$ cat src/psdd_pkg.sv
package psdd_pkg;
   localparam int SENDERS_DEF = 16;
   localparam int RING_SIZE_DEF = 16;
   localparam logic [1:0] ST_KNOWN = 2'd0;
   localparam logic [1:0] ST_NEW = 2'd1;
   localparam logic [1:0] ST_FULL = 2'd2;
   localparam logic [1:0] ST_SWEEP = 2'd3;
   localparam logic OP_PACKET = 1'b0;
   localparam logic OP_SWEEP = 1'b1;
   localparam logic [31:0] EXPIRY_RESET = 32'd60;

   typedef struct packed {
      logic       start;
      logic       scan_step;
      logic       create;
      logic       seq_check;
      logic       gap_step;
      logic       sweep_step;
      logic       finish;
   } psdd_cmd_type;

   typedef struct packed {
      logic       is_sweep;
      logic       scan_last;
      logic       found;
      logic       has_free;
      logic       gap_more;
   } psdd_sts_type;
endpackage

$ cat src/psdd_ctrl.sv
module psdd_ctrl
   import psdd_pkg::*;
(
   input  logic         clock,
   input  logic         reset,
   input  logic         req_fire,
   output logic         req_ready,
   output logic         rsp_valid,
   input  logic         rsp_ready,
   output psdd_cmd_type cmd,
   input  psdd_sts_type sts
);
   localparam logic [2:0] S_IDLE = 3'd0;
   localparam logic [2:0] S_SCAN = 3'd1;
   localparam logic [2:0] S_SWEEP = 3'd2;
   localparam logic [2:0] S_READ = 3'd3;
   localparam logic [2:0] S_CHECK = 3'd4;
   localparam logic [2:0] S_GAP = 3'd5;
   localparam logic [2:0] S_DONE = 3'd6;
   localparam logic [2:0] S_OUT = 3'd7;

   logic [2:0] state_ff, state_in;

   assign req_ready = (state_ff == S_IDLE);
   assign rsp_valid = (state_ff == S_OUT);

   always_comb begin
      state_in = state_ff;
      cmd = '0;
      case (state_ff)
         S_IDLE: begin
            if (req_fire) begin
               cmd.start = 1'b1;
               state_in = S_SCAN;
            end
         end
         S_SCAN: begin
            if (sts.is_sweep) begin
               state_in = S_SWEEP;
            end else begin
               cmd.scan_step = 1'b1;
               if (sts.scan_last) state_in = S_DONE;
            end
         end
         S_SWEEP: begin
            cmd.sweep_step = 1'b1;
            if (sts.scan_last) state_in = S_OUT;
         end
         S_DONE: begin
            if (sts.found) begin
               state_in = S_READ;
            end else begin
               cmd.finish = 1'b1;
               if (sts.has_free) cmd.create = 1'b1;
               state_in = S_OUT;
            end
         end
         S_READ: begin
            cmd.seq_check = 1'b1;
            state_in = S_CHECK;
         end
         S_CHECK: begin
            cmd.seq_check = 1'b1;
            state_in = S_GAP;
         end
         S_GAP: begin
            if (sts.gap_more) cmd.gap_step = 1'b1;
            else state_in = S_OUT;
         end
         S_OUT: begin
            if (rsp_ready) state_in = S_IDLE;
         end
         default: state_in = S_IDLE;
      endcase
   end

   always_ff @(posedge clock) begin
      if (reset) begin
         state_ff <= S_IDLE;
      end else begin
         state_ff <= state_in;
      end
   end
endmodule

$ cat config.mk
export PLATFORM = sky130hd
export DESIGN_NAME = psdd_ctrl
export DESIGN_NICKNAME = d
export VERILOG_FILES = /design/src/psdd_pkg.sv /design/src/psdd_ctrl.sv
export SDC_FILE = /design/constraint.sdc
export NUM_CORES = 1
export LEC_CHECK = 0
export ABC_AREA = 1
export BUFFER_PORTS_ARGS = -buffer_cell sky130_fd_sc_hd__buf_2
export CORE_AREA = 2 2 39 41
export CTS_CLUSTER_DIAMETER = 100
export DETAILED_ROUTE_END_ITERATION = 10
export DIE_AREA = 0 0 41 43
export GPL_TIMING_DRIVEN = 0
export PLACE_DENSITY = 0.53
export SYNTH_ARGS = -nofsm -noshare
export SYNTH_HDL_FRONTEND = slang
export SYNTH_SLANG_ARGS = --single-unit
$ cat constraint.sdc
create_clock -name clock -period 1.35 [get_ports clock]
set_input_delay 0.2025 -clock clock [delete_from_list [all_inputs] [get_ports clock]]
set_output_delay 0.2025 -clock clock [all_outputs]
set_load 0.02 [all_outputs]
==> metrics.txt, run 1 <==
Yosys cell types 17; grt peak-use layer met2; final instance area approximately 580 um^2; area occupied by multi-input gates ~250 um^2; clock buffer depth 2; drt total wl 812 um; worst-path cell chain buf_6, nor2_4, nand2_2, nor2_1, buf_4; register bit total from synthesis 3; WL/cell 7.73 um; dpl ws ~0.11 ns; number of routed nets with antenna violations 0; M1 GR Usage 11.9%; Slew Limit Fails 0; die area 0.00176 mm^2; Max IR drop VDD 879 uV; FILL cells 172; share of cells above drive strength 1 about half; Root Driver clkbuf_4; Worst Setup EP cmd[6]; Req. time, crit path approximately 1.2 ns; routing usage on met3 4.71%; DRT iter0 DRCs 2; Die Y 43 um; fmax 765 MHz; crit path DAT 1.10 ns; Syn Nets 71; max_cap viols 0; FF-to-FF End state_ff[1]; CTS tree built; CP max stage delay roughly 0.36 ns; Setup Skew about 0.0014 ns; via count between 400 and 500; HPWL Detailed between 600 and 700 um; # nets final 99; Synth area leaders dfxtp_1 (17%), nand2_1 (14%), nor2_1 (14%); GRT Util Overall 9.13%; status finished clean; Placement Cell Area 452 um^2; Seq/Total Area, Yosys 17.3%; Min Clock Period, post-route 1.31 ns; Worst-path clk slew approximately 0.030 ns; Crit. End Element primary output; endpoints failing setup 0; synth warn 0; ANT cells 0; register area between 60 and 70 um^2; FP Rows 14; layout overhead on the synthesized area 67.9%; # DRC 0; met2 usage 14.1%; Yosys top cell area share 17.3%; critical path startpoint state_ff[1]; Final GP Congestion 0.721; Top Registers state_ff x3; pin count of the biggest net entering global routing 10; grt total ovfl 0; Tcrit/Tclk final 96.9%; Final Hold Viols 0; io pins 18; CP Launch Type flop; FF-to-FF setup slack approximately 0.14 ns; Slowest cell on crit path dfxtp_4; reg2reg start state_ff[1]; fin util a little over two fifths; Initial Utilization about 25%; global-route wire length before repair around 1100 um; initial antenna violation count 0; CTS HTree Levels 1; 1st-pass router iterations 2; latest clock arrival within the worst-skew pair 0.23 ns; max FFs per register 3; hold buffers post-CTS 0; Worst Path Max Fanout 6; Power Density 2200 mW/mm^2; core area 0.00138 mm^2; most area-hungry cell type in the Yosys netlist dfxtp_1; final worst slack 0.0425 ns; CTS Buf Count 3; crit path kind flop to primary output; Cell Area, Synth 347 um^2; Biggest register state_ff; mean area per synthesized cell 5.59 um^2; vias in the first global route slightly above 300; Overall Power 1.28 mW; Via-to-Cell Ratio 4.10; Leak Pwr 0.365 nW; CTS sink cnt 3; reg2reg path depth 6; Hold/Removal Path Class primary input to flop; Mapped Cells 62; I/O Buffers 17; Slew @ Worst Pin 0.155 ns; die width a little over 40 um; Max-Slew Margin vs Limit 89.6%; RSZ-0062 raised after global routing yes
-- routing by layer --
metal | wire length, um | vias to the layer above
met2 | 405 | 8
met3 | 37 | 0
met5 | 0 | -
met1 | 369 | 178
li1 | - | 244
met4 | 0 | 0
-- worst min-delay path by stage --
stage / startpoint / to / slack (ns) / cells after the start
floorplan: reset / state_ff[0] / 0.37 / 3
global placement: reset / state_ff[1] / 0.47 / 4
detailed placement: reset / state_ff[0] / 0.47 / 4
CTS: reset / state_ff[1] / 0.22 / 4
global route: reset / state_ff[0] / 0.26 / 4
finish: reset / state_ff[1] / 0.23 / 4
-- cell families after synthesis --
| logic type | Yosys count | share of synthesized area [%] |
|---|---|---|
| compound gates | 3 | 5.05 |
| buf+inv | 16 | 19.5 |
| flops | 3 | 17.3 |
| simple gates | 40 | 58.1 |
-- placed cells by master (no fill, tap or decap), drive strengths merged --
master | netlist | final
nand2 | 14 | 14
clkbuf | 0 | 4
inv | 15 | 15
nor2 | 16 | 16
dfxtp | 3 | 3
o21bai | 1 | 1
a21oi | 1 | 1
buf | 1 | 24
nand4 | 2 | 2
or2 | 1 | 1
nor3 | 1 | 1
o21ai | 1 | 1
nand3 | 6 | 6
-- critical path: cells and delay by family, from the launching register on --
kind                   cells  cell delay, ns
and+or+nand+nor            3            0.26
buffers and inverters      2            0.26
DFF                        1            0.36
-- cell type report --
| type | count | area share [%] |
|---|---|---|
| inverter | 15 | 10.5 |
| multi-input combinational | 43 | 42.2 |
| buffer | 1 | 1.94 |
| timing repair buffer | 23 | 25.8 |
| tap | 16 | 3.44 |
| sequential | 3 | 11.6 |
| clock buffer | 4 | 4.52 |
-- where the power goes --
group	switching (mW)	internal, mW
registers	0.0577	0.142
clock network	0.0409	0.110
logic	0.518	0.414
-- repair_timing --
action / CTS / global route
buffers inserted: 1 / 5
resized for setup: 6 / 15
endpoints found under the setup margin: 6 / 7
pin swaps: 0 / 3
hold endpoints to repair: 0 / 0
-- metrics by stage --
stage	std cells	hold slack, ns	setup TNS, ns
6_report	105	0.226	0
5_1_grt	105	0.256	-0.0457
4_1_cts	100	0.222	-0.00657
3_5_place_dp	95	0.475	0
3_3_place_gp	95	0.472	0
2_1_floorplan	62	0.370	0
-- Yosys cell counts --
library cell	instances
dfxtp_1	3
nand2_2	1
nor2_4	2
nand3_1	3
inv_1	12
inv_2	3
buf_6	1
nor2_2	1
a21oi_1	1
o21bai_1	1
nand4_1	2
o21ai_1	1
nor3_1	1
nand2_1	13
or2_0	1
nor2_1	13
nand3_2	3
Power figures use the tool's default switching activity.
==> inputs of run 2 (changes only) <==
CELL_PAD_IN_SITES_DETAIL_PLACEMENT = 0   (was not set)
CELL_PAD_IN_SITES_GLOBAL_PLACEMENT = 1   (was not set)
CORE_AREA = not set   (was 2 2 39 41)
CORE_MARGIN = 2   (was not set)
CORE_UTILIZATION = 26   (was not set)
DIE_AREA = not set   (was 0 0 41 43)
PLACE_DENSITY = 0.76   (was 0.53)
==> metrics.txt, run 2 (synthesis gave the netlist of run 1 again) <==
status finished clean; Req. time, crit path 1.15 ns (about the same); FF-to-FF setup slack 0.18 ns (+0.04 ns); Slew Limit Fails 0 (unchanged); max_cap viols 0 (unchanged); Power Density 2220 mW/mm^2 (+0.64%); Final Hold Viols 0 (unchanged); drt total wl 811 um (-0.12%); Top Registers state_ff x3; worst-path cell chain inv_4, nor2_4, nand2_2, nor2_1, buf_4; Root Driver clkbuf_4; crit path kind flop to primary output; Max-Slew Margin vs Limit 90.5% (+0.88 points); most frequent cells in the layout buf_2 (13), inv_1 (12), nor2_1 (11); crit-path leading delay family flip-flops; number of routed nets with antenna violations 0 (unchanged); initial antenna violation count 0 (unchanged); Initial Utilization 27.3% (+2.3 points); clock buffer depth 2 (unchanged); Die Y 40.5 um (-5.8%); via count 431 (+0.23%); Worst-path clk slew 0.04 ns (about the same); fmax 748 MHz (-2.2%); die area 0.00164 mm^2 (-6.9%); layout overhead on the synthesized area 57.8%; io pins 18 (unchanged); CTS sink cnt 3 (unchanged); Setup Skew 0.00894 ns (+0.00751 ns); CP Launch Type flop; endpoints failing setup 0 (unchanged); share of cells above drive strength 1 48.2% (-2.3 points); max FFs per register 3 (unchanged); # nets final 95 (-4.0%); latest clock arrival within the worst-skew pair 0.24 ns (about the same); commonest non-fill, non-tap cell in the layout buf_2; WL/cell 8.11 um (+4.9%); 1st-pass router iterations 4 (+2); crit path DAT 1.13 ns (+0.03 ns); grt total ovfl 0 (unchanged); # DRC 0 (unchanged); Max IR drop VDD 636 uV (-28%); FP Rows 13 (-1); I/O Buffers 17 (unchanged); CTS Buf Count 3 (unchanged); CP max stage delay 0.40 ns (+0.04 ns); Final GP Congestion 0.666 (-7.6%); DRT iter0 DRCs 5 (+3); global-route wire length before repair 1160 um (+2.5%); Biggest register state_ff; Slew @ Worst Pin 0.142 ns (-0.0132 ns); CTS tree built; Min Clock Period, post-route 1.34 ns (+0.0288 ns); HPWL Detailed 623 um (+1.7%); Overall Power 1.21 mW (-5.4%); number of buffer and inverter stages on the critical path 2 (unchanged); ANT cells 0 (unchanged); Slowest cell on crit path dfxtp_4; CTS HTree Levels 1 (unchanged); RSZ-0062 raised after global routing yes; fin util 43.1% (+1.1 points); Worst Path Max Fanout 7 (+1); die width 40.5 um (-1.2%); pin count of the biggest net entering global routing 10 (unchanged); core area 0.00127 mm^2 (-8.3%); Leak Pwr 0.345 nW (-5.4%); GRT Util Overall 10.7% (+1.6 points); vias in the first global route 296 (-4.2%); Hold/Removal Path Class primary input to flop; Tcrit/Tclk final 99.0% (+2.1 points); Via-to-Cell Ratio 4.31 (+5.2%); Crit. End Element primary output
[run 2: worst reg2reg max path: stages (launching register included)]
cell	delay (ns)
dfxtp_1	0.31
buf_6	0.15
nor2_4	0.05
buf_4	0.13
nand3_2	0.05
nand2_2	0.07
nor2_4	0.14
nand2_1	0.06
nand2_1	0.05
nor2_1	0.03
[run 2: area by class of cell]
type	count	area [um^2]
well taps	15	18.8
flip-flops and latches	3	67.6
clock buffers	4	26.3
fillers	143	722
multi-input cells	43	245
inverters	15	63.8
plain buffers	1	11.3
repair buffers	19	114
[run 2: routing by layer]
| metal | routed length, um | part of all wire, % | track usage, % | vias up |
|---|---|---|---|---|
| met3 | 36 | 4.4 | 0 | 2 |
| met2 | 394 | 49 | 17.5 | 10 |
| li1 | - | - | - | 235 |
| met5 | 0 | 0 | 0 | - |
| met1 | 359 | 44 | 13.6 | 184 |
| met4 | 20 | 2.5 | 7.50 | 0 |
[run 2: path summary, 6_finish.rpt]
| check | start | to | cells past startpoint |
|---|---|---|---|
| max | state_ff[1] | cmd[4] | 5 |
| min | reset | state_ff[1] | 4 |
| max reg2reg | state_ff[0] | state_ff[2] | 9 |
| min reg2reg | state_ff[2] | state_ff[2] | 2 |
[run 2: repair_timing]
action / in CTS / in global routing
setup buffers: 0 / 2
hold endpoints to repair: 0 / 0
endpoints found under the setup margin: 6 / 6
resized for setup: 8 / 12
cloned: 0 / 0
hold buffers: 0 / 0
pin swaps: 0 / 3
[run 2: power breakdown]
group | leakage, nW | switching (mW) | total, mW | internal [mW]
Clock | 0.0150 | 0.0548 | 0.166 | 0.111
Combinational | 0.304 | 0.502 | 0.843 | 0.341
Sequential | 0.0262 | 0.0620 | 0.204 | 0.142
[run 2: stage by stage]
stage          setup TNS (ns)  setup WS, ns  cells  cell area, um^2  hold WS, ns
3_3_place_gp                0         0.115     94              450        0.473
5_1_grt               -0.0183       -0.0180    100              547        0.255
4_1_cts               -0.0297       -0.0297     98              494        0.208
3_5_place_dp                0         0.109     94              450        0.476
6_report                    0        0.0137    100              547        0.214
2_1_floorplan               0         0.176     62              347        0.370
==> inputs of run 3 (changes only) <==
--- a/config.mk
+++ b/config.mk
@@ -10,5 +10,5 @@
 export CELL_PAD_IN_SITES_DETAIL_PLACEMENT = 0
 export CELL_PAD_IN_SITES_GLOBAL_PLACEMENT = 1
-export CORE_MARGIN = 2
+export CORE_MARGIN = 10
 export CORE_UTILIZATION = 26
 export CTS_CLUSTER_DIAMETER = 100
==> constraint.sdc (replaced) <==
create_clock -name clock -period 1.35 [get_ports clock]
set_input_delay 0.2025 -clock clock [delete_from_list [all_inputs] [get_ports clock]]
set_output_delay 0.2025 -clock clock [all_outputs]
set_load 0.1 [all_outputs]
==> metrics.txt, run 3 (synthesis gave the netlist of run 1 again) <==
status complete, but fails checks; failing checks setup timing; hold buffers post-CTS 0 (unchanged); CTS tree built; crit path kind flop to primary output; Placement Cell Area 498 um^2 (+11%); vias in the first global route 491 (+66%); max FFs per register 3 (unchanged); die width 56.5 um (+39%); Crit. End Element primary output; Initial Utilization 27.0% (-0.35 points); Max-Slew Margin vs Limit 86.6% (-3.9 points); pin count of the biggest net entering global routing 10 (unchanged); Hold Path Sink state_ff[1]; Hold Path Origin reset; CTS sink cnt 3 (unchanged); Sw Ratio 56.3% (+5.4 points); fin cells 110 (+10%); setup TNS -0.339 ns (-0.339 ns); Leak Pwr 0.398 nW (+15%); fmax 700 MHz (-6.4%); Cells on Worst Hold Path 4 (unchanged); Overall Power 2.32 mW (+91%); reg2reg start state_ff[0]; FF-to-FF End state_ff[2]; hold slack 0.223 ns (+0.00927 ns); Req. time, crit path 1.15 ns (about the same); initial antenna violation count 0 (unchanged); # DRC 0 (unchanged); Flop pwr share 9.5% (-7.3 points); Final Hold Viols 0 (unchanged); Min Clock Period, post-route 1.43 ns (+0.0913 ns); grt total ovfl 0 (unchanged); ANT cells 0 (unchanged); core area 0.00128 mm^2 (+1.3%); Final GP Congestion 0.717 (+7.8%); Root Driver clkbuf_4; latest clock arrival within the worst-skew pair 0.23 ns (about the same); Hold/Removal Path Class primary input to flop; Via-to-Cell Ratio 4.36 (+1.2%); final instance area 836 um^2 (+53%); Setup Skew 0.000114 ns (-0.00883 ns); Biggest register state_ff; Tcrit/Tclk final 106% (+6.8 points); die area 0.00319 mm^2 (+95%); max_cap viols 0 (unchanged); WL/cell 11.1 um (+37%); number of routed nets with antenna violations 0 (unchanged); CTS HTree Levels 1 (unchanged); dpl ws -0.187 ns (-0.296 ns); share of cells above drive strength 1 68.4% (+20 points); # nets final 105 (+11%); Power Density 2780 mW/mm^2 (+25%); crit path DAT 1.23 ns (+0.10 ns); GRT Util Overall 7.50% (-3.2 points); clock buffer depth 2 (unchanged); FP Rows 13 (unchanged); final worst slack -0.0776 ns (-0.0913 ns); reg2reg path depth 10 (+1); I/O Buffers 17 (unchanged); CP Launch Type flop; Slew Limit Fails 0 (unchanged); combinational share of power 83.6% (+14 points); Max IR drop VDD 1330 uV (+110%); Die Y 56.5 um (+39%); RSZ-0062 raised after global routing yes; most frequent cells in the layout buf_4 (11), nor2_4 (8), nand2_1 (8), buf_2 (8), buf_12 (8); endpoints failing setup 8 (+8); commonest non-fill, non-tap cell in the layout buf_4; switching power of the nets 1.31 mW (+110%); clock network power share 6.8% (-6.9 points); CTS Buf Count 3 (unchanged); Top Registers state_ff x3; DRT iter0 DRCs 3 (-2); global-route wire length before repair 2010 um (+74%); Worst Path Max Fanout 8 (+1); layout overhead on the synthesized area 141%; drt total wl 1230 um (+51%); Worst-path clk slew 0.04 ns (about the same); via count 480 (+11%); fin util 65.0% (+22 points); 1st-pass router iterations 3 (-1); HPWL Detailed 754 um (+21%); io pins 18 (unchanged); FF-to-FF setup slack 0.03 ns (-0.15 ns); dpl cells 94 (unchanged); cell internal pwr 1.01 mW (+70%); Slew @ Worst Pin 0.202 ns (+0.0601 ns)
run 3: cell types whose count changed in the layout (fill, tap and decap cells not counted), sizes merged:
cell | before | now
buf | 20 | 30
clkinvlp | 0 | 6
inv | 15 | 9
run 3: per-layer routing:
metal | global-route usage (%) | share of wire (%)
met1 | 6.67 | 40
met2 | 15.0 | 55
met3 | 4.04 | 5.1
met4 | 0 | 0
met5 | 0 | 0
run 3: worst max-delay path by stage:
stage / cells after the start / slack, ns / start / endpoint
6_report: 5 / -0.08 / state_ff[0] / cmd[4]
5_1_grt: 5 / -0.12 / state_ff[0] / cmd[3]
4_1_cts: 5 / -0.08 / state_ff[0] / cmd[3]
3_5_place_dp: 5 / -0.19 / state_ff[0] / cmd[6]
3_3_place_gp: 5 / -0.17 / state_ff[0] / cmd[6]
2_1_floorplan: 4 / -0.10 / state_ff[0] / cmd[6]
run 3: final cells by class:
type | count | area [um^2]
inverters | 15 | 88.8
multi-input cells | 43 | 313
repair buffers | 29 | 305
well taps | 15 | 18.8
flip-flops and latches | 3 | 68.8
fillers | 101 | 449
plain buffers | 1 | 15.0
clock buffers | 4 | 26.3
run 3: timing repair:
item | CTS | global route
buffers inserted | 6 | 6
gates resized for setup | 47 | 14
pin swaps | 3 | 6
endpoints found under the setup margin | 9 | 10
run 3: power groups by stage:
| stage | clock [mW] | sequential [mW] | combinational (mW) |
|---|---|---|---|
| 2_1_floorplan | 0 | 0.175 | 1.09 |
| 3_3_place_gp | 0 | 0.187 | 1.24 |
| 3_5_place_dp | 0 | 0.188 | 1.24 |
| 4_1_cts | 0.162 | 0.217 | 1.66 |
| 5_1_grt | 0.176 | 0.226 | 2.05 |
| 6_report | 0.158 | 0.221 | 1.94 |
run 3: critical path, stage by stage (launching register included):
cell and delay, ns:
dfxtp_2 0.31, buf_8 0.14, nor2_4 0.13, nand2_4 0.08
nor2_4 0.14, buf_12 0.18
